### src/rtl/pba_pkg.sv
// Package for the proximity buzzer alert: widths, register and zone codes, shared types.
package pba_pkg;

  localparam int unsigned DistanceBits = 14;
  localparam int unsigned TimeBits     = 32;
  localparam int unsigned LevelBits    = 16;
  localparam int unsigned PeriodBits   = 16;
  localparam int unsigned CfgIdxBits   = 3;
  localparam int unsigned CfgDataBits  = 16;

  localparam logic [DistanceBits-1:0] NoTargetDist = DistanceBits'(9999);

  typedef enum logic [CfgIdxBits-1:0] {
    REG_NEAR_THR    = 3'd0,
    REG_WARN_THR    = 3'd1,
    REG_CAUTION_THR = 3'd2,
    REG_FAST_PERIOD = 3'd3,
    REG_SLOW_PERIOD = 3'd4,
    REG_ON_LEVEL    = 3'd5
  } cfg_reg_e;

  typedef enum logic [1:0] {
    ZONE_DANGER  = 2'd0,
    ZONE_WARNING = 2'd1,
    ZONE_CAUTION = 2'd2,
    ZONE_SAFE    = 2'd3
  } zone_e;

  typedef enum logic {
    OP_ZONE = 1'b0,
    OP_TICK = 1'b1
  } op_e;

  typedef struct packed {
    logic [DistanceBits-1:0] near_thr;
    logic [DistanceBits-1:0] warn_thr;
    logic [DistanceBits-1:0] caution_thr;
    logic [PeriodBits-1:0]   fast_period;
    logic [PeriodBits-1:0]   slow_period;
  } cls_cfg_t;

  typedef struct packed {
    zone_e zone;
    logic  toggle_due;
  } cls_dec_t;

endpackage

### src/rtl/pba_if.sv
// Valid/ready channel interfaces for zone/tick items and frame results.
interface pba_in_if;
  logic                              valid;
  logic                              ready;
  logic                              operation;
  logic [pba_pkg::DistanceBits-1:0]  distance;
  logic                              has_target;
  logic                              last_zone;

  modport source (output valid, operation, distance, has_target, last_zone, input ready);
  modport sink   (input valid, operation, distance, has_target, last_zone, output ready);
endinterface

interface pba_out_if;
  logic                              valid;
  logic                              ready;
  logic [pba_pkg::DistanceBits-1:0]  nearest_distance;
  logic [1:0]                        proximity_zone;
  logic [pba_pkg::LevelBits-1:0]     buzzer_level;
  logic                              level_changed;

  modport source (output valid, nearest_distance, proximity_zone, buzzer_level, level_changed,
                  input ready);
  modport sink   (input valid, nearest_distance, proximity_zone, buzzer_level, level_changed,
                  output ready);
endinterface

### src/rtl/pba_classify.sv
// Zone classification of the frame minimum and beep period check.
module pba_classify (
  input  logic [pba_pkg::DistanceBits-1:0] nearest_i,
  input  pba_pkg::cls_cfg_t                cfg_i,
  input  logic [pba_pkg::TimeBits-1:0]     ms_count_i,
  input  logic [pba_pkg::TimeBits-1:0]     toggle_stamp_i,
  output pba_pkg::cls_dec_t                dec_o
);

  logic [pba_pkg::TimeBits-1:0]   elapsed;
  logic [pba_pkg::PeriodBits-1:0] period;
  pba_pkg::zone_e                 zone;

  assign elapsed = ms_count_i - toggle_stamp_i;

  always_comb begin
    if (nearest_i < cfg_i.near_thr) begin
      zone = pba_pkg::ZONE_DANGER;
    end else if (nearest_i < cfg_i.warn_thr) begin
      zone = pba_pkg::ZONE_WARNING;
    end else if (nearest_i < cfg_i.caution_thr) begin
      zone = pba_pkg::ZONE_CAUTION;
    end else begin
      zone = pba_pkg::ZONE_SAFE;
    end
  end

  assign period = (zone == pba_pkg::ZONE_WARNING) ? cfg_i.fast_period
                                                  : cfg_i.slow_period;

  always_comb begin
    dec_o.zone       = zone;
    dec_o.toggle_due = (elapsed >= pba_pkg::TimeBits'(period));
  end

endmodule

### src/rtl/proximity_buzzer_alert.sv
// Top level of the proximity buzzer alert.
//
// in_i carries zone results and millisecond ticks (operation 1). Zones of a
// frame fold into a running minimum; the zone flagged last_zone yields one
// result on out_o: the frame minimum (9999 when no target), its zone and the
// buzzer level. Ticks and other zones give no result.
// An accepted item is held in the input register and is then worked
// in one pass into the result register: out_o.valid rises once the last
// zone has passed through the input register and the result register.
// One item per cycle is taken while in_i.ready is high; the
// only limit is the single result register, so in_i.ready drops only when a
// result waits, out_o.ready is low and the registered item needs the result
// register too. Items that give no result still drain while out_o stalls.
// Reset sets the registers to their defaults (thresholds 500/1500/2500 mm,
// periods 150/500 ms, on level 500) and clears the tick count, beep phase,
// level and running minimum (9999). Configuration is to be written only
// while no item is in flight.
module proximity_buzzer_alert (
  input  logic                             clk_i,
  input  logic                             rst_ni,
  input  logic                             cfg_we_i,
  input  logic [pba_pkg::CfgIdxBits-1:0]   cfg_idx_i,
  input  logic [pba_pkg::CfgDataBits-1:0]  cfg_wdata_i,
  pba_in_if.sink                           in_i,
  pba_out_if.source                        out_o
);

  localparam int unsigned DW = pba_pkg::DistanceBits;
  localparam int unsigned TW = pba_pkg::TimeBits;
  localparam int unsigned LW = pba_pkg::LevelBits;

  pba_pkg::cls_cfg_t  cfg_q;
  logic [LW-1:0]      on_level_q;

  logic               s1_valid_q;
  logic               s1_op_q;
  logic [DW-1:0]      s1_dist_q;
  logic               s1_has_q;
  logic               s1_last_q;

  logic [TW-1:0]      ms_q, ms_d;
  logic [TW-1:0]      toggle_stamp_q, toggle_stamp_d;
  logic               phase_q, phase_d;
  logic [DW-1:0]      min_q, min_d;
  logic [LW-1:0]      level_q, level_d;
  logic               changed;

  logic               out_valid_q;
  logic [DW-1:0]      out_dist_q;
  pba_pkg::zone_e     out_zone_q;
  logic [LW-1:0]      out_level_q;
  logic               out_changed_q;

  logic               in_fire, s1_go, s1_fire, s1_needs_out;
  logic [DW-1:0]      nearest;
  pba_pkg::cls_dec_t  dec;

  // configuration
  always_ff @(posedge clk_i or negedge rst_ni) begin
    if (!rst_ni) begin
      cfg_q.near_thr    <= DW'(500);
      cfg_q.warn_thr    <= DW'(1500);
      cfg_q.caution_thr <= DW'(2500);
      cfg_q.fast_period <= pba_pkg::PeriodBits'(150);
      cfg_q.slow_period <= pba_pkg::PeriodBits'(500);
      on_level_q        <= LW'(500);
    end else if (cfg_we_i) begin
      case (cfg_idx_i)
        pba_pkg::REG_NEAR_THR:    cfg_q.near_thr    <= cfg_wdata_i[DW-1:0];
        pba_pkg::REG_WARN_THR:    cfg_q.warn_thr    <= cfg_wdata_i[DW-1:0];
        pba_pkg::REG_CAUTION_THR: cfg_q.caution_thr <= cfg_wdata_i[DW-1:0];
        pba_pkg::REG_FAST_PERIOD: cfg_q.fast_period <= cfg_wdata_i[pba_pkg::PeriodBits-1:0];
        pba_pkg::REG_SLOW_PERIOD: cfg_q.slow_period <= cfg_wdata_i[pba_pkg::PeriodBits-1:0];
        pba_pkg::REG_ON_LEVEL:    on_level_q        <= cfg_wdata_i[LW-1:0];
        default: ;
      endcase
    end
  end

  // handshake
  assign s1_needs_out = (s1_op_q == pba_pkg::OP_ZONE) && s1_last_q;
  assign s1_go        = !s1_needs_out || !out_valid_q || out_o.ready;
  assign s1_fire      = s1_valid_q && s1_go;
  assign in_i.ready   = !s1_valid_q || s1_go;
  assign in_fire      = in_i.valid && in_i.ready;

  always_ff @(posedge clk_i or negedge rst_ni) begin
    if (!rst_ni) begin
      s1_valid_q <= 1'b0;
    end else if (in_fire) begin
      s1_valid_q <= 1'b1;
    end else if (s1_go) begin
      s1_valid_q <= 1'b0;
    end
  end

  always_ff @(posedge clk_i) begin
    if (in_fire) begin
      s1_op_q   <= in_i.operation;
      s1_dist_q <= in_i.distance;
      s1_has_q  <= in_i.has_target;
      s1_last_q <= in_i.last_zone;
    end
  end

  // frame processing
  assign nearest = (s1_has_q && (s1_dist_q < min_q)) ? s1_dist_q : min_q;

  pba_classify u_classify (
    .nearest_i      (nearest),
    .cfg_i          (cfg_q),
    .ms_count_i     (ms_q),
    .toggle_stamp_i (toggle_stamp_q),
    .dec_o          (dec)
  );

  always_comb begin
    ms_d           = ms_q;
    toggle_stamp_d = toggle_stamp_q;
    phase_d        = phase_q;
    min_d          = min_q;
    level_d        = level_q;
    changed        = 1'b0;
    if (s1_fire) begin
      if (s1_op_q == pba_pkg::OP_TICK) begin
        ms_d = ms_q + TW'(1);
      end else if (!s1_last_q) begin
        min_d = nearest;
      end else begin
        min_d = pba_pkg::NoTargetDist;
        case (dec.zone)
          pba_pkg::ZONE_DANGER: begin
            level_d = on_level_q;
            changed = 1'b1;
          end
          pba_pkg::ZONE_WARNING, pba_pkg::ZONE_CAUTION: begin
            if (dec.toggle_due) begin
              phase_d        = !phase_q;
              toggle_stamp_d = ms_q;
              level_d        = phase_q ? '0 : on_level_q;
              changed        = 1'b1;
            end
          end
          default: begin
            level_d = '0;
            changed = 1'b1;
          end
        endcase
      end
    end
  end

  always_ff @(posedge clk_i or negedge rst_ni) begin
    if (!rst_ni) begin
      ms_q           <= '0;
      toggle_stamp_q <= '0;
      phase_q        <= 1'b0;
      min_q          <= pba_pkg::NoTargetDist;
      level_q        <= '0;
    end else begin
      ms_q           <= ms_d;
      toggle_stamp_q <= toggle_stamp_d;
      phase_q        <= phase_d;
      min_q          <= min_d;
      level_q        <= level_d;
    end
  end

  // result register
  always_ff @(posedge clk_i or negedge rst_ni) begin
    if (!rst_ni) begin
      out_valid_q <= 1'b0;
    end else if (s1_fire && s1_needs_out) begin
      out_valid_q <= 1'b1;
    end else if (out_o.ready) begin
      out_valid_q <= 1'b0;
    end
  end

  always_ff @(posedge clk_i) begin
    if (s1_fire && s1_needs_out) begin
      out_dist_q    <= nearest;
      out_zone_q    <= dec.zone;
      out_level_q   <= level_d;
      out_changed_q <= changed;
    end
  end

  assign out_o.valid            = out_valid_q;
  assign out_o.nearest_distance = out_dist_q;
  assign out_o.proximity_zone   = out_zone_q;
  assign out_o.buzzer_level     = out_level_q;
  assign out_o.level_changed    = out_changed_q;

endmodule

### src/flat_wrapper.sv
// flat-port wrapper written by rule: the top's interface ports become plain ports
module proximity_buzzer_alert_flat 
  (clk_i, rst_ni, cfg_we_i, cfg_idx_i, cfg_wdata_i, in_i_valid, in_i_operation, in_i_distance, in_i_has_target, in_i_last_zone, in_i_ready, out_o_valid, out_o_nearest_distance, out_o_proximity_zone, out_o_buzzer_level, out_o_level_changed, out_o_ready);
  pba_in_if in_i_i ();
  pba_out_if out_o_i ();
  input  logic clk_i;
  input  logic rst_ni;
  input  logic cfg_we_i;
  input  logic [pba_pkg::CfgIdxBits-1:0] cfg_idx_i;
  input  logic [pba_pkg::CfgDataBits-1:0] cfg_wdata_i;
  input wire logic [$bits(in_i_i.valid)-1:0] in_i_valid;
  input wire logic [$bits(in_i_i.operation)-1:0] in_i_operation;
  input wire logic [$bits(in_i_i.distance)-1:0] in_i_distance;
  input wire logic [$bits(in_i_i.has_target)-1:0] in_i_has_target;
  input wire logic [$bits(in_i_i.last_zone)-1:0] in_i_last_zone;
  output wire logic [$bits(in_i_i.ready)-1:0] in_i_ready;
  output wire logic [$bits(out_o_i.valid)-1:0] out_o_valid;
  output wire logic [$bits(out_o_i.nearest_distance)-1:0] out_o_nearest_distance;
  output wire logic [$bits(out_o_i.proximity_zone)-1:0] out_o_proximity_zone;
  output wire logic [$bits(out_o_i.buzzer_level)-1:0] out_o_buzzer_level;
  output wire logic [$bits(out_o_i.level_changed)-1:0] out_o_level_changed;
  input wire logic [$bits(out_o_i.ready)-1:0] out_o_ready;
  assign in_i_i.valid = in_i_valid;
  assign in_i_i.operation = in_i_operation;
  assign in_i_i.distance = in_i_distance;
  assign in_i_i.has_target = in_i_has_target;
  assign in_i_i.last_zone = in_i_last_zone;
  assign in_i_ready = in_i_i.ready;
  assign out_o_valid = out_o_i.valid;
  assign out_o_nearest_distance = out_o_i.nearest_distance;
  assign out_o_proximity_zone = out_o_i.proximity_zone;
  assign out_o_buzzer_level = out_o_i.buzzer_level;
  assign out_o_level_changed = out_o_i.level_changed;
  assign out_o_i.ready = out_o_ready;
  proximity_buzzer_alert u_core (.clk_i(clk_i), .rst_ni(rst_ni), .cfg_we_i(cfg_we_i), .cfg_idx_i(cfg_idx_i), .cfg_wdata_i(cfg_wdata_i), .in_i(in_i_i), .out_o(out_o_i));
endmodule
### config.mk
export PLATFORM = sky130hd
export DESIGN_NAME = proximity_buzzer_alert_flat
export DESIGN_NICKNAME = d
export VERILOG_FILES = /design/src/rtl/pba_pkg.sv /design/src/rtl/pba_if.sv /design/src/rtl/pba_classify.sv /design/src/rtl/proximity_buzzer_alert.sv /design/src/flat_wrapper.sv
export SDC_FILE = /design/constraint.sdc
export NUM_CORES = 1
export LEC_CHECK = 0
export ABC_AREA = 1
export BUFFER_PORTS_ARGS = -buffer_cell sky130_fd_sc_hd__buf_2
export CORE_ASPECT_RATIO = 0.9
export CORE_MARGIN = 2
export CORE_UTILIZATION = 40
export DETAILED_ROUTE_END_ITERATION = 8
export GPL_TIMING_DRIVEN = 0
export PLACE_DENSITY = 0.68
export SLEW_MARGIN = 30
export SYNTH_ARGS = -nofsm -noshare
export SYNTH_HDL_FRONTEND = slang
export SYNTH_SLANG_ARGS = --single-unit
export TNS_END_PERCENT = 50
### constraint.sdc
create_clock -name clk_i -period 5.65 [get_ports clk_i]
set_input_delay 1.13 -clock clk_i [delete_from_list [all_inputs] [get_ports clk_i]]
set_output_delay 1.13 -clock clk_i [all_outputs]
set_load 0.1 [all_outputs]
-- After elaboration in Yosys (flattened, before gate mapping)
Index checks and enable logic that the tools add are counted.
- flip-flop bits (word level): 237
- output and inout port bits: 35
- word-level logic and storage cells: 83
- $add $sub $neg: 2
- order comparisons: 5
- equality and inequality tests: 7
- muxes and demuxes: 18
- bitwise gates (word level): 3
- reduce and logical (&&, ||, !) cells: 27
- operator list (cell ; number):
    16-bit 2-to-1 mux ; 6
    14-bit less-than comparator ; 4
    32-bit by 1-bit adder with 32-bit output, second input constant ; 1
    32-bit by 16-bit >= comparator with 1-bit output ; 1
    16-bit case mux with 2 select lines ; 1
    32-bit subtractor ; 1
    14-bit 2-to-1 mux ; 2
    2-bit AND reduction ; 8
    1-bit 2-to-1 mux ; 7
    3-bit by 2-bit equality test with 1-bit output, second input constant ; 2
    3-bit equality test, second input constant ; 2
    1-bit logical AND ; 5
    5-bit AND reduction ; 1
    1-bit zero test ; 4
    2-bit 2-to-1 mux ; 2
    2-bit nonzero test ; 2
    3-bit by 1-bit equality test with 1-bit output, second input constant ; 1
    3-bit zero test ; 1
    1-bit logical OR ; 3
    1-bit inverter ; 3
    3-bit OR reduction ; 1
    2-bit by 1-bit equality test with 1-bit output, second input constant ; 1
    2-bit equality test, second input constant ; 1
    2-bit zero test ; 1
    2-bit OR reduction ; 1

-- Logic depth before layout (Yosys ltp)
Gate-level depths: netlist of the first run.
- depth after elaboration: 15
- gate-level depth with buffers: 40
- mapped depth without buffers: 39

-- By module
A second synthesis of the first run with hierarchy kept.
- cell total of the unflattened synthesis: 1793
- area, all modules: 13970.9 µm²
- by module, submodules not included (module ; times used ; cells an instance ; area each (µm²)):
    proximity_buzzer_alert ; 1 ; 1012 ; 9799.4
    pba_classify ; 1 ; 781 ; 4171.5

-- Worst setup path after synthesis of the first run
OpenSTA, ideal clock, no wires.
- path kind: register -> register
- start: register u_core.min_q[13]
- end: register u_core.out_level_q[12] (netlist: u_core.out_o.buzzer_level[12]) (data pin)
- setup time: 0.257 ns
- arrival: 5.028 ns
- setup slack: 0.365 ns
- stages on the path, launching flop included: 36
- buffers on the path: 3
- clock period less this slack: 5.285 ns
- cells stage by stage: dfstp_2 inv_1 ha_1 nand2_1 nor4_1 nand2_1 nand3_2 buf_1 nor2_1 a21oi_1 ha_1 a21oi_1 o21ai_0 nand3_1 a21oi_1 a211o_1 a21oi_4 nand2_2 buf_2 nand2_1 nand2_1 ha_1 a21oi_1 o21a_1 nand2_1 nand2_1 a21oi_1 nor2_1 nand3_1 nor2_4 nand2_4 buf_2 nand3_1 nand3_1 nand2_1 nand2_1
- cells in the longest elaborated chain, start to end: 15
- elaborated cells on any way between the ends: 20
- classes of those cells: order compare (5); eq/ne (2); mux (10); reduce/logical (3)
- ends and longest elaborated chain (element ; RTL line ; text):
    start: declaration ; proximity_buzzer_alert.sv:44 ; logic [DW-1:0] min_q, min_d;
    start signal: assignment ; proximity_buzzer_alert.sv:158 ; min_q <= pba_pkg::NoTargetDist;
    start signal: assignment ; proximity_buzzer_alert.sv:164 ; min_q <= min_d;
    14-bit less-than comparator * ; proximity_buzzer_alert.sv:107 ; assign nearest = (s1_has_q && (s1_dist_q < min_q)) ? s1_dist_q : min_q;
    1-bit logical AND * ; proximity_buzzer_alert.sv:107 ;
    14-bit 2-to-1 mux * ; proximity_buzzer_alert.sv:107 ;
    net u_core.nearest[9] ; proximity_buzzer_alert.sv:55 ; logic [DW-1:0] nearest;
    14-bit less-than comparator ; pba_classify.sv:21 ; end else if (nearest_i < cfg_i.caution_thr) begin
    1-bit 2-to-1 mux ; pba_classify.sv:21 ;
    2-bit 2-to-1 mux ; pba_classify.sv:19 ; end else if (nearest_i < cfg_i.warn_thr) begin
    2-bit 2-to-1 mux * ; pba_classify.sv:17 ; if (nearest_i < cfg_i.near_thr) begin
    2-bit by 1-bit equality test with 1-bit output ; pba_classify.sv:28, proximity_buzzer_alert.sv:131 ;
    16-bit 2-to-1 mux ; pba_classify.sv:28 ; assign period = (zone == pba_pkg::ZONE_WARNING) ? cfg_i.fast_period
    32-bit by 16-bit >= comparator with 1-bit output ; pba_classify.sv:33 ; dec_o.toggle_due = (elapsed >= pba_pkg::TimeBits'(period));
    16-bit 2-to-1 mux ; proximity_buzzer_alert.sv:137 ; if (dec.toggle_due) begin
    16-bit case mux with 2 select lines * ; proximity_buzzer_alert.sv:131 ; case (dec.zone)
    16-bit 2-to-1 mux * ; proximity_buzzer_alert.sv:127 ; end else if (!s1_last_q) begin
    16-bit 2-to-1 mux * ; proximity_buzzer_alert.sv:125 ; if (s1_op_q == pba_pkg::OP_TICK) begin
    16-bit 2-to-1 mux * ; proximity_buzzer_alert.sv:124 ; if (s1_fire) begin
    net u_core.level_d[12] ; proximity_buzzer_alert.sv:45 ; logic [LW-1:0] level_q, level_d;
    end signal: assignment ; proximity_buzzer_alert.sv:184 ; out_level_q <= level_d;
    end: declaration ; proximity_buzzer_alert.sv:51 ; logic [LW-1:0] out_level_q;
Mark *: on every way through the listed nets, which the timed path passes. The rest lies on a longest branch.
A chain may end at the register's enable or synchronous reset.

-- Worst setup path after layout of the first run
- start: register u_core.min_q[9]
- end: register u_core.out_level_q[6] (netlist: u_core.out_o.buzzer_level[6]) (data pin)
The elaborated chain is that of the path after synthesis.

==> results of run 1 <==
[placed cells by master, fill, tap and decap left out, types with 5 or more instances in the layout]
master,netlist,layout
nand3b_1,18,18
nand2_4,1,15
inv_1,314,310
buf_2,5,75
o21ai_1,17,15
nand3_2,3,8
nand4_1,24,24
dfrtp_1,145,145
nor4_1,6,5
buf_6,3,6
ha_4,0,13
nor2_2,10,14
o21ai_2,0,13
inv_2,3,7
nor2_1,108,101
a21oi_1,58,35
clkbuf_16,0,35
o21ai_0,113,102
nor3_1,20,20
o22ai_1,8,8
xor2_1,43,43
a21oi_4,1,6
nor2_4,3,6
ha_1,102,89
clkinv_2,0,6
nand2_1,573,529
nand3_1,101,93
buf_4,1,32
dfstp_2,42,42
buf_12,0,8
nand2_2,8,38
clkbuf_1,25,30
edfxtp_1,50,50
a21oi_2,5,23
[worst max-delay path: cells and delay by family (launching register included)]
family,cells,cell delay (ps)
fa+ha+maj,3,720
simple gates,15,1590
compound gates,11,1780
flops,1,550
buf+inv,5,760
[worst paths after layout]
kind | to | slack (ps) | depth (start not counted)
hold / removal | u_core.cfg_q[27] | 480 | 2
setup reg to reg | u_core.out_o.buzzer_level[6] | -30 | 34
min in group asynchronous | u_core.ms_q[3] | 510 | 1
hold reg to reg | u_core.cfg_q[27] | 480 | 2
max in group asynchronous | u_core.min_q[10] | 4090 | 3
setup / recovery | u_core.out_o.buzzer_level[6] | -30 | 34
[routing by layer]
| layer | track usage (%) | wire length, um | part of all wire (%) | vias up |
|---|---|---|---|---|
| met5 | 0 | 0 | 0 | - |
| met4 | 5.55 | 959 | 2.5 | 0 |
| met3 | 2.90 | 2660 | 6.9 | 63 |
| met2 | 30.6 | 16700 | 43 | 402 |
| met1 | 29.8 | 18500 | 48 | 5898 |
| li1 | - | - | - | 6141 |
[cells by family (layout without fill, tap and decap cells)]
logic type / Yosys count / count (layout)
flops: 237 / 237
buf+inv: 358 / 530
compound gates: 214 / 214
simple gates: 881 / 881
fa+ha+maj: 103 / 103
xor+xnor: 45 / 45
[metrics by stage]
stage / hold slack [ps] / utilization, %
floorplan: 444 / -
CTS: 481 / 46.7
finish: 483 / 49.5
global placement: 458 / 43.2
global route: 503 / 49.5
detailed placement: 465 / 43.5
[cell type report]
type / count / area, sq um / share of cell area (%)
multi-input cells: 1243 / 7200 / 41.5
well taps: 469 / 587 / 3.38
plain buffers: 40 / 322 / 1.85
repair buffers: 122 / 966 / 5.56
inverters: 318 / 1190 / 6.87
clock inverters: 13 / 123 / 0.706
clock buffers: 37 / 743 / 4.28
flip-flops and latches: 237 / 6230 / 35.9
[power groups by stage]
| stage | Combinational, W | Sequential [W] | Clock [W] |
|---|---|---|---|
| 2_1_floorplan | 0.00256 | 0.00243 | 0 |
| 3_3_place_gp | 0.00339 | 0.00236 | 0 |
| 3_5_place_dp | 0.00349 | 0.00236 | 0 |
| 4_1_cts | 0.00363 | 0.00234 | 0.00176 |
| 5_1_grt | 0.00474 | 0.00240 | 0.00183 |
| 6_report | 0.00419 | 0.00236 | 0.00173 |
[state kept, by name, summed over array words and instances, names as in the netlist]
name                           flops
u_core.cfg_q                      74
u_core.level_q                    16
u_core.min_q                      14
u_core.ms_q                       32
u_core.on_level_q                 16
u_core.out_o.buzzer_level         16
u_core.out_o.level_changed         1
u_core.out_o.nearest_distance     14
u_core.out_o.proximity_zone        2
u_core.out_o.valid                 1
u_core.phase_q                     1
u_core.s1_dist_q                  14
u_core.s1_has_q                    1
u_core.s1_last_q                   1
u_core.s1_op_q                     1
u_core.s1_valid_q                  1
u_core.toggle_stamp_q             32
[repair_timing]
item / 4_1_cts / 5_1_grt
endpoints found under the hold margin: 0 / 0
setup buffers: 8 / 29
hold buffers: 0 / 0
cloned: 0 / 8
endpoints found under the setup margin: 66 / 66
pin swaps: 8 / 32
resized for setup: 43 / 149
==> flow_summary_export.csv, run 1 <==
group,metric,value,unit
run_status,status,"complete, but fails checks",
run_status,violations,"setup timing",
global_route,grt_pass1_wl,60100,um
synthesis,synth_compound_area_share,8.05,%
sta,fin_ws,-26.2,ps
synthesis,synth-seq-cells,237,
place,port_buffers,75,
power,seqPwrFrac,28.5,%
synthesis,synth.cell_area,0.0142,sq mm
worst_setup_path,worstSetupStartpointType,"flip-flop",
job,cap_violations,0,
synthesis,seq_area_frac_synth,43.9,%
final_layout,areaGrowthSynthToFinish,22.3,%
clock_tree,clk_pin_slew_worst_paths,70,ps
synthesis,yosysUniqueCellTypes,46,
die,rows,65,
synthesis,synthFlopType,"dfrtp_1",
global_route,grt_pass1_vias,11750,
sta,final_hold_viol_count,0,
sta,slew_viol_final,0,
final_layout,fin_nets,2133,
synthesis,avgSynthCellArea,7.72,sq um
sta,tightestPinTransition,792,ps
route,drt_iter0_markers,1050,
worst_setup_path,critPathKind,"flip-flop to flip-flop",
sta,setup_tns,-122,ps
power,comb_power_share,50.6,%
route,dr.pass1.iters,5,
worst_setup_path,cp_common_cell,"a21oi_2",
worst_setup_path,cp.arrival,5970,ps
die,die_w,203,um
power,swShare,42.8,%
synthesis,yosysTopAreaCell,"dfrtp_1",
synthesis,synth_top_cell_area_share,25.6,%
route,routed_wl,38800,um
place,dp_worst_setup_slack,-1400,ps
sta,setup_viol,8,
place,dpl_cell_area,0.0153,sq mm
global_route,grt_max_degree,68,
synthesis,yosysWarningCount,0,
synthesis,synthTopCellsByArea,"dfrtp_1 (26%), nand2_1 (15%), edfxtp_1 (11%)",
min_path,hold_start,"u_core.cfg_q[27]",
clock_tree,cts-root-buf,"clkbuf_16",
route,vias_per_cell,5.04,
power,p_sw,0.00355,W
die,ios,76,
die,die_h,183,um
power,p_per_area,477,mW/mm^2
clock_tree,worstSkewPairLatency,560,ps
synthesis,synthArstFlopShare,78.9,%
power,clkPwrFrac,20.9,%
clock_tree,tritoncts,"done",
die,start_util,40.5,%
synthesis,synth_cells,1838,
place,post-dp-hpwl,27400,um
final_layout,antenna-diode-count,0,
power,p_leak,8.80,nW
power,peakVddDrop,0.000258,V
global_route,track_usage,20.1,%
synthesis,synth_top_family_by_area,"simple AND/OR/NAND/NOR gates",
final_layout,fillers,3251,
sta,rsz0062_at_grt,"yes",
power,power,0.00829,W
place,gp_congestion,0.916,
worst_setup_path,cpPeakStageDelay,550,ps
worst_setup_path,worstSetupStartpoint,"u_core.min_q[9]",
synthesis,synthSimpleGateAreaFrac,26.3,%
worst_setup_path,cp_slowest_cell,"dfstp_2",
min_path,hp-class,"flip-flop to flip-flop",
clock_tree,ctsHtreeMaxLevel,1,
sta,worst_clock_skew,22.5,ps
sta,slew_headroom,47.2,%
final_layout,drive_gt1_share,18.5,%
worst_setup_path,endpoint_kind,"flip-flop",
final_layout,stdcell_count,2479,
clock_tree,clockBufferDepth,3,
final_layout,finalInstanceArea,0.0174,sq mm
clock_tree,cts_buffers,27,
global_route,antenna_found_initial,0,
place,place_inst,2385,
worst_setup_path,crit_fanout,7,
sta,min_period_over_period,100,%
sta,fmax,176,MHz
synthesis,synthMuxAreaShare,0,%
power,p_int,0.00474,W
worst_setup_path,cp_data_required_time,5950,ps
synthesis,synth_top_cells_by_count,"nand2_1 (573), inv_1 (314), dfrtp_1 (145)",
synthesis,synth_fp_nets,1982,
synthesis,synth_edf_count,50,
synthesis,synth-adder-area-share,9.13,%
sta,period_minus_slack,5680,ps
clock_tree,cts.sinks,237,
synthesis,synth_xor_area_share,2.78,%
route,ant_nets,0,
die,dieArea,0.0370,sq mm
die,coreArea,0.0351,sq mm
worst_setup_path,rr_startpoint,"u_core.min_q[9]",
synthesis,synth_most_common_cell,"nand2_1",
global_route,overflow,0,
route,post-route-drc-count,0,
route,vias,12504,
route,wl_per_cell,15.7,um
Note: power is estimated with default switching activity, not from simulation.
==> inputs of run 2 (changes only) <==
- ABC_AREA: 1 -> 0
- clock period: 5.65 -> 4.9 ns (I/O delays scaled with it)
==> run 2 against run 1 <==
Compared with the run above:
- the run still ends with setup timing left
- flip-flop and latch count unchanged
- final area fell by 9.0%
- wire length down 19%
- first-iteration DRC count shrank 47%
- critical path depth stayed put
- utilization fell by 1.5 points
- via count decreased by 23%
- die area fell by 6.2%
- worst setup slack lost 1900 ps
- maximum frequency down 17%
- critical path type unchanged
- largest power group unchanged
- highest routed layer is now met5
==> flow_summary_export.csv, run 2 <==
group,metric,value,unit
synthesis,synth_cells,1219,
sta,fmax,147,MHz
synthesis,yosysWarningCount,0,
final_layout,finalInstanceArea,0.0158,sq mm
route,routed_wl,31300,um
worst_setup_path,worstSetupStartpoint,"u_core.min_q[1]",
sta,setup_tns,-120370,ps
synthesis,synth_most_common_cell,"dfrtp_1",
sta,final_hold_viol_count,0,
clock_tree,clockBufferDepth,3,
worst_setup_path,rr_startpoint,"u_core.min_q[1]",
power,comb_power_share,45.0,%
route,vias,9675,
final_layout,drive_gt1_share,27.5,%
worst_setup_path,cp_slowest_cell,"dfstp_2",
die,rows,63,
sta,tightestPinTransition,917,ps
clock_tree,clk_pin_slew_worst_paths,60,ps
synthesis,synth_edf_count,50,
worst_setup_path,cp_data_required_time,5310,ps
sta,worst_clock_skew,23.0,ps
final_layout,areaGrowthSynthToFinish,18.8,%
final_layout,final_common_cell,"dfrtp_1",
synthesis,synthFlopType,"dfrtp_1",
synthesis,synth.cell_area,0.0133,sq mm
clock_tree,worstSkewPairLatency,550,ps
synthesis,yosysTopAreaCell,"dfrtp_1",
final_layout,fin_util,48.1,%
route,post-route-drc-count,0,
final_layout,regMostFlops,"u_core.cfg_q",
clock_tree,cts_buffers,26,
synthesis,synth_top_cells_by_count,"dfrtp_1 (145), nand2_1 (104), inv_1 (103)",
global_route,overflow,0,
die,coreArea,0.0329,sq mm
worst_setup_path,reg2reg_depth,34,
power,clkPwrFrac,24.8,%
route,drt_iter0_markers,554,
run_status,violations,"setup timing",
worst_setup_path,crit_fanout,10,
global_route,grt_max_degree,86,
power,seqPwrFrac,30.2,%
die,die_h,177,um
worst_setup_path,worstSetupStartpointType,"flip-flop",
synthesis,seq_area_frac_synth,46.9,%
clock_tree,cts-hold-fix-buffers,0,
worst_setup_path,r2r_slack,-1900,ps
worst_setup_path,endpoint_kind,"flip-flop",
sta,period_minus_slack,6800,ps
route,ant_nets,0,
clock_tree,ctsHtreeMaxLevel,1,
global_route,track_usage,18.1,%
synthesis,synthTopCellsByArea,"dfrtp_1 (27%), edfxtp_1 (11%), ha_1 (9.6%)",
synthesis,avgSynthCellArea,10.9,sq um
worst_setup_path,timing.rr.end,"u_core.toggle_stamp_q[17]",
place,dpl_cell_area,0.0143,sq mm
clock_tree,tritoncts,"done",
global_route,grt_pass1_vias,9589,
worst_setup_path,cp.arrival,7210,ps
die,die_w,196,um
worst_setup_path,cp_common_cell,"buf_12",
min_path,hp-class,"primary input to asynchronous set/reset pin",
final_layout,reg_top3,"u_core.cfg_q x74, u_core.ms_q x32, u_core.toggle_stamp_q x32",
die,dieArea,0.0347,sq mm
final_layout,largest_reg_flops,74,
synthesis,synth_top_cell_area_share,27.3,%
final_layout,layout_common_cells,"dfrtp_1 (145), nand2_1 (104), inv_1 (100)",
worst_setup_path,critPathKind,"flip-flop to flip-flop",
global_route,grt_pass1_wl,50800,um
worst_setup_path,cpPeakStageDelay,530,ps
place,gp_congestion,0.859,
die,ios,76,
final_layout,fin_nets,1493,
place,port_buffers,73,
sta,holdWs,342,ps
route,vias_per_cell,5.40,
synthesis,synth-seq-cells,237,
synthesis,yosysUniqueCellTypes,75,
die,start_util,40.5,%
power,p_leak,7.05,nW
power,p_sw,0.00316,W
sta,min_period_over_period,139,%
sta,slew_headroom,38.4,%
worst_setup_path,endpoint,"u_core.toggle_stamp_q[17]",
power,p_int,0.00546,W
place,place_inst,1716,
final_layout,stdcell_count,1791,
clock_tree,cts.sinks,237,
sta,fin_ws,-1900,ps
final_layout,antenna-diode-count,0,
synthesis,synth_fp_nets,1363,
job,cap_violations,0,
sta,setup_viol,66,
power,swShare,36.6,%
sta,slew_viol_final,0,
power,peakVddDrop,0.000278,V
run_status,status,"complete, but fails checks",
clock_tree,cts-root-buf,"clkbuf_16",
sta,rsz0062_at_grt,"yes",
synthesis,synthArstFlopShare,78.9,%
place,post-dp-hpwl,22100,um
route,dr.pass1.iters,5,
global_route,antenna_found_initial,1,
route,wl_per_cell,17.5,um
power,p_per_area,546,mW/mm^2
[run 2: metal layers]
metal  GRT usage (%)  wire [um]  part of all wire, %
met5               0         12                0.038
met4            4.39        636                  2.0
met3            2.74       1500                  4.8
met2            27.5      13400                   43
met1            27.1      15800                   50
[run 2: worst min path at each step]
stage / startpoint / endpoint / slack [ps] / cells after the start
finish: rst_ni / u_core.toggle_stamp_q[9] / 340 / 1
global route: rst_ni / u_core.ms_q[12] / 360 / 1
CTS: rst_ni / u_core.toggle_stamp_q[5] / 340 / 1
detailed placement: u_core.phase_q / u_core.phase_q / 470 / 1
global placement: u_core.phase_q / u_core.phase_q / 470 / 1
floorplan: u_core.phase_q / u_core.phase_q / 440 / 1
[run 2: cell type report]
type	instances	area, sq um
timing repair buffer	103	717
clock inverter	20	270
fill	2890	17100
clock buffer	28	668
buffer	40	254
tap	422	528
inverter	103	387
sequential	237	6230
multi-input combinational	838	6740
[run 2: critical path: cells and delay by family, from the launching register on]
| kind | cells | cell delay [ps] |
|---|---|---|
| adders and majority gates | 3 | 700 |
| buffers and inverters | 7 | 920 |
| and+or+nand+nor | 9 | 1460 |
| DFF | 1 | 530 |
| AOI/OAI and AO/OA | 12 | 2230 |
| muxes | 3 | 820 |
[run 2: what timing repair did]
action                                 in CTS  in global routing
gates cloned                                2                  2
pin swaps                                  13                  3
gates resized for setup                    24                 32
setup buffers                              18                  7
endpoints found under the hold margin       0                  0
setup endpoints to repair                  66                 66
[run 2: stage by stage]
step                      power [W]  setup slack (ps)
after floorplan             0.00522             -1260
after global placement      0.00588             -2230
after detailed placement    0.00597             -2340
after CTS                   0.00847             -1860
after global routing        0.00918             -2190
final                       0.00862             -1900
[run 2: logic make-up after synthesis]
logic type	count (synthesis)	synth area share [%]
fa+ha+maj	103	9.75
xor+xnor	53	3.49
flops	237	46.9
buf+inv	144	4.49
simple gates	263	9.81
compound gates	287	13.9
mux	132	11.7
[run 2: power groups by stage]
stage | Combinational (W) | Sequential [W] | Clock, W
finish | 0.00388 | 0.00261 | 0.00214
global route | 0.00427 | 0.00264 | 0.00226
CTS | 0.00370 | 0.00260 | 0.00218
detailed placement | 0.00334 | 0.00263 | 0
global placement | 0.00327 | 0.00262 | 0
floorplan | 0.00252 | 0.00270 | 0
==> inputs of run 3 (changes only) <==
- BUFFER_PORTS_ARGS: -buffer_cell sky130_fd_sc_hd__buf_2 -> not set
- DONT_BUFFER_PORTS: not set -> 1
- PLACE_DENSITY: 0.68 -> 0.66
==> run 3 against run 2 <==
Compared with the run above:
- the run still ends with setup timing left
- sequential power up 5%
- utilization decreased by 0.99 points
- global-route usage rose by 0.22 points
- maximum frequency decreased by 0.24%
- highest routed layer unchanged
- worst hold slack worse by 190 ps
- final cell count decreased by 4.1%
- largest power group unchanged
==> flow_summary_export.csv, run 3 (synthesis gave the netlist of run 2 again) <==
group,metric,value,unit
route,routed_wl,31700,um
place,port_buffers,0,
global_route,track_usage,18.3,%
sta,fmax,147,MHz
sta,slew_headroom,36.8,%
worst_setup_path,timing.rr.end,"u_core.toggle_stamp_q[9]",
global_route,use_met1,26.7,%
route,vias_per_cell,5.50,
global_route,use_met2,27.4,%
final_layout,drive_gt1_share,23.5,%
sta,min_period_over_period,139,%
sta,fin_ws,-1920,ps
route,post-route-drc-count,0,
die,die_h,177,um
run_status,violations,"setup timing",
sta,rsz0062_at_grt,"yes",
global_route,overflow,0,
worst_setup_path,crit_fanout,8,
final_layout,final_common_cell,"dfrtp_1",
worst_setup_path,cpPeakStageDelay,530,ps
final_layout,fin_util,47.1,%
clock_tree,clk_pin_slew_worst_paths,60,ps
final_layout,reg_top3,"u_core.cfg_q x74, u_core.ms_q x32, u_core.toggle_stamp_q x32",
power,p_int,0.00546,W
route,drt_iter0_markers,664,
power,p_per_area,553,mW/mm^2
global_route,antenna_found_initial,1,
clock_tree,ctsHtreeMaxLevel,1,
route,wl_per_cell,18.5,um
route,dr.pass1.iters,5,
power,peakVddDrop,0.000298,V
final_layout,layout_common_cells,"dfrtp_1 (145), nand2_1 (104), inv_1 (100)",
worst_setup_path,reg2reg_depth,33,
worst_setup_path,worstSetupStartpointType,"flip-flop",
worst_setup_path,critPathKind,"flip-flop to flip-flop",
sta,slew_viol_final,0,
worst_setup_path,r2r_slack,-1920,ps
clock_tree,cts_buffers,26,
die,start_util,40.5,%
power,seqPwrFrac,32.0,%
final_layout,multi_input_comb_area,0.00676,sq mm
global_route,grt.busiest_layer,"met2",
clock_tree,cts.sinks,237,
place,post-dp-hpwl,21900,um
power,clkPwrFrac,25.2,%
place,gp_congestion,0.863,
final_layout,fillers,2956,
final_layout,antenna-diode-count,0,
worst_setup_path,cp_common_cell,"a21oi_2",
sta,tightestPinTransition,946,ps
worst_setup_path,cp_slowest_cell,"dfstp_2",
worst_setup_path,endpoint_kind,"flip-flop",
sta,period_minus_slack,6820,ps
clock_tree,clockBufferDepth,3,
job,cap_violations,0,
clock_tree,cts-root-buf,"clkbuf_16",
worst_setup_path,cp.arrival,7230,ps
final_layout,regArea,0.00623,sq mm
final_layout,fin_nets,1420,
clock_tree,tritoncts,"done",
power,swShare,36.2,%
power,comb_power_share,42.7,%
die,rows,63,
sta,setup_viol,66,
sta,worst_clock_skew,18.1,ps
final_layout,largest_reg_flops,74,
die,dieArea,0.0347,sq mm
die,coreArea,0.0329,sq mm
global_route,met3_usage,4.12,%
global_route,grt_pass1_vias,9336,
sta,final_hold_viol_count,0,
power,p_leak,6.79,nW
power,p_sw,0.00310,W
route,vias,9449,
sta,holdWs,155,ps
global_route,grt_max_degree,188,
run_status,status,"complete, but fails checks",
die,ios,76,
die,die_w,196,um
worst_setup_path,cp_data_required_time,5320,ps
final_layout,areaGrowthSynthToFinish,16.4,%
global_route,grt_pass1_wl,50700,um
route,ant_nets,0,
clock_tree,worstSkewPairLatency,540,ps
final_layout,regMostFlops,"u_core.cfg_q",
worst_setup_path,rr_startpoint,"u_core.min_q[1]",
min_path,hp-class,"primary input to asynchronous set/reset pin",
==> run 3: cell count changes in the layout (fill, tap and decap cells not counted), moves of 3 or more <==
cell      before  now
clkbuf_8       1    4
clkinv_2       8    3
buf_2         84   11
clkbuf_1      22   27
==> run 3: how the worst max path moves through the flow <==
stage                startpoint                        end  cells after the start
5_1_grt         u_core.min_q[1]  u_core.toggle_stamp_q[13]                     33
6_report        u_core.min_q[1]   u_core.toggle_stamp_q[9]                     33
2_1_floorplan   u_core.min_q[1]  u_core.toggle_stamp_q[10]                     33
3_5_place_dp   u_core.min_q[10]  u_core.toggle_stamp_q[21]                     31
4_1_cts         u_core.min_q[1]  u_core.toggle_stamp_q[12]                     33
3_3_place_gp    u_core.min_q[1]  u_core.toggle_stamp_q[18]                     32
==> run 3: power groups by stage <==
stage	clock, W	sequential [W]	combinational (W)
floorplan	0	0.00270	0.00252
global placement	0	0.00275	0.00306
detailed placement	0	0.00276	0.00312
CTS	0.00221	0.00273	0.00348
global route	0.00228	0.00278	0.00407
finish	0.00216	0.00274	0.00366
==> run 3: metrics by stage <==
stage	area [sq um]	cells	setup WS [ps]	TNS (ps)	total power, W
after CTS	15300	1714	-1810	-113770	0.00842
final	15500	1718	-1920	-114430	0.00856
after detailed placement	13900	1641	-2280	-135420	0.00588
after global routing	15500	1718	-2120	-130390	0.00913
after global placement	13900	1641	-2240	-133770	0.00581
after floorplan	13400	1219	-1260	-69640	0.00522
==> run 3: critical path, delay by kind of cell, from the launching register on <==
kind,cells,cell delay (ps)
AOI/OAI and AO/OA,12,2320
and+or+nand+nor,9,1480
muxes,3,840
buffers and inverters,6,780
adders and majority gates,3,720
DFF,1,530
==> run 3: final cells by class <==
cell class                 count  share of cell area (%)
inverter                     103                    2.50
timing repair buffer          30                    2.30
multi-input combinational    838                    43.7
tap                          422                    3.41
buffer                        40                    1.70
clock buffer                  37                    4.87
sequential                   237                    40.3
clock inverter                11                    1.24
==> run 3: repair_timing <==
action,in CTS,in global routing
setup buffers,22,2
hold buffers,0,0
resized for setup,33,34
setup endpoints to repair,66,66
cloned,4,2
pin swaps,10,7
==> run 3: metal layers <==
metal | up-vias | share of wire (%)
met5 | - | 0.028
met4 | 2 | 2.4
met3 | 50 | 6.0
met2 | 230 | 43
met1 | 4665 | 49
li1 | 4502 | -
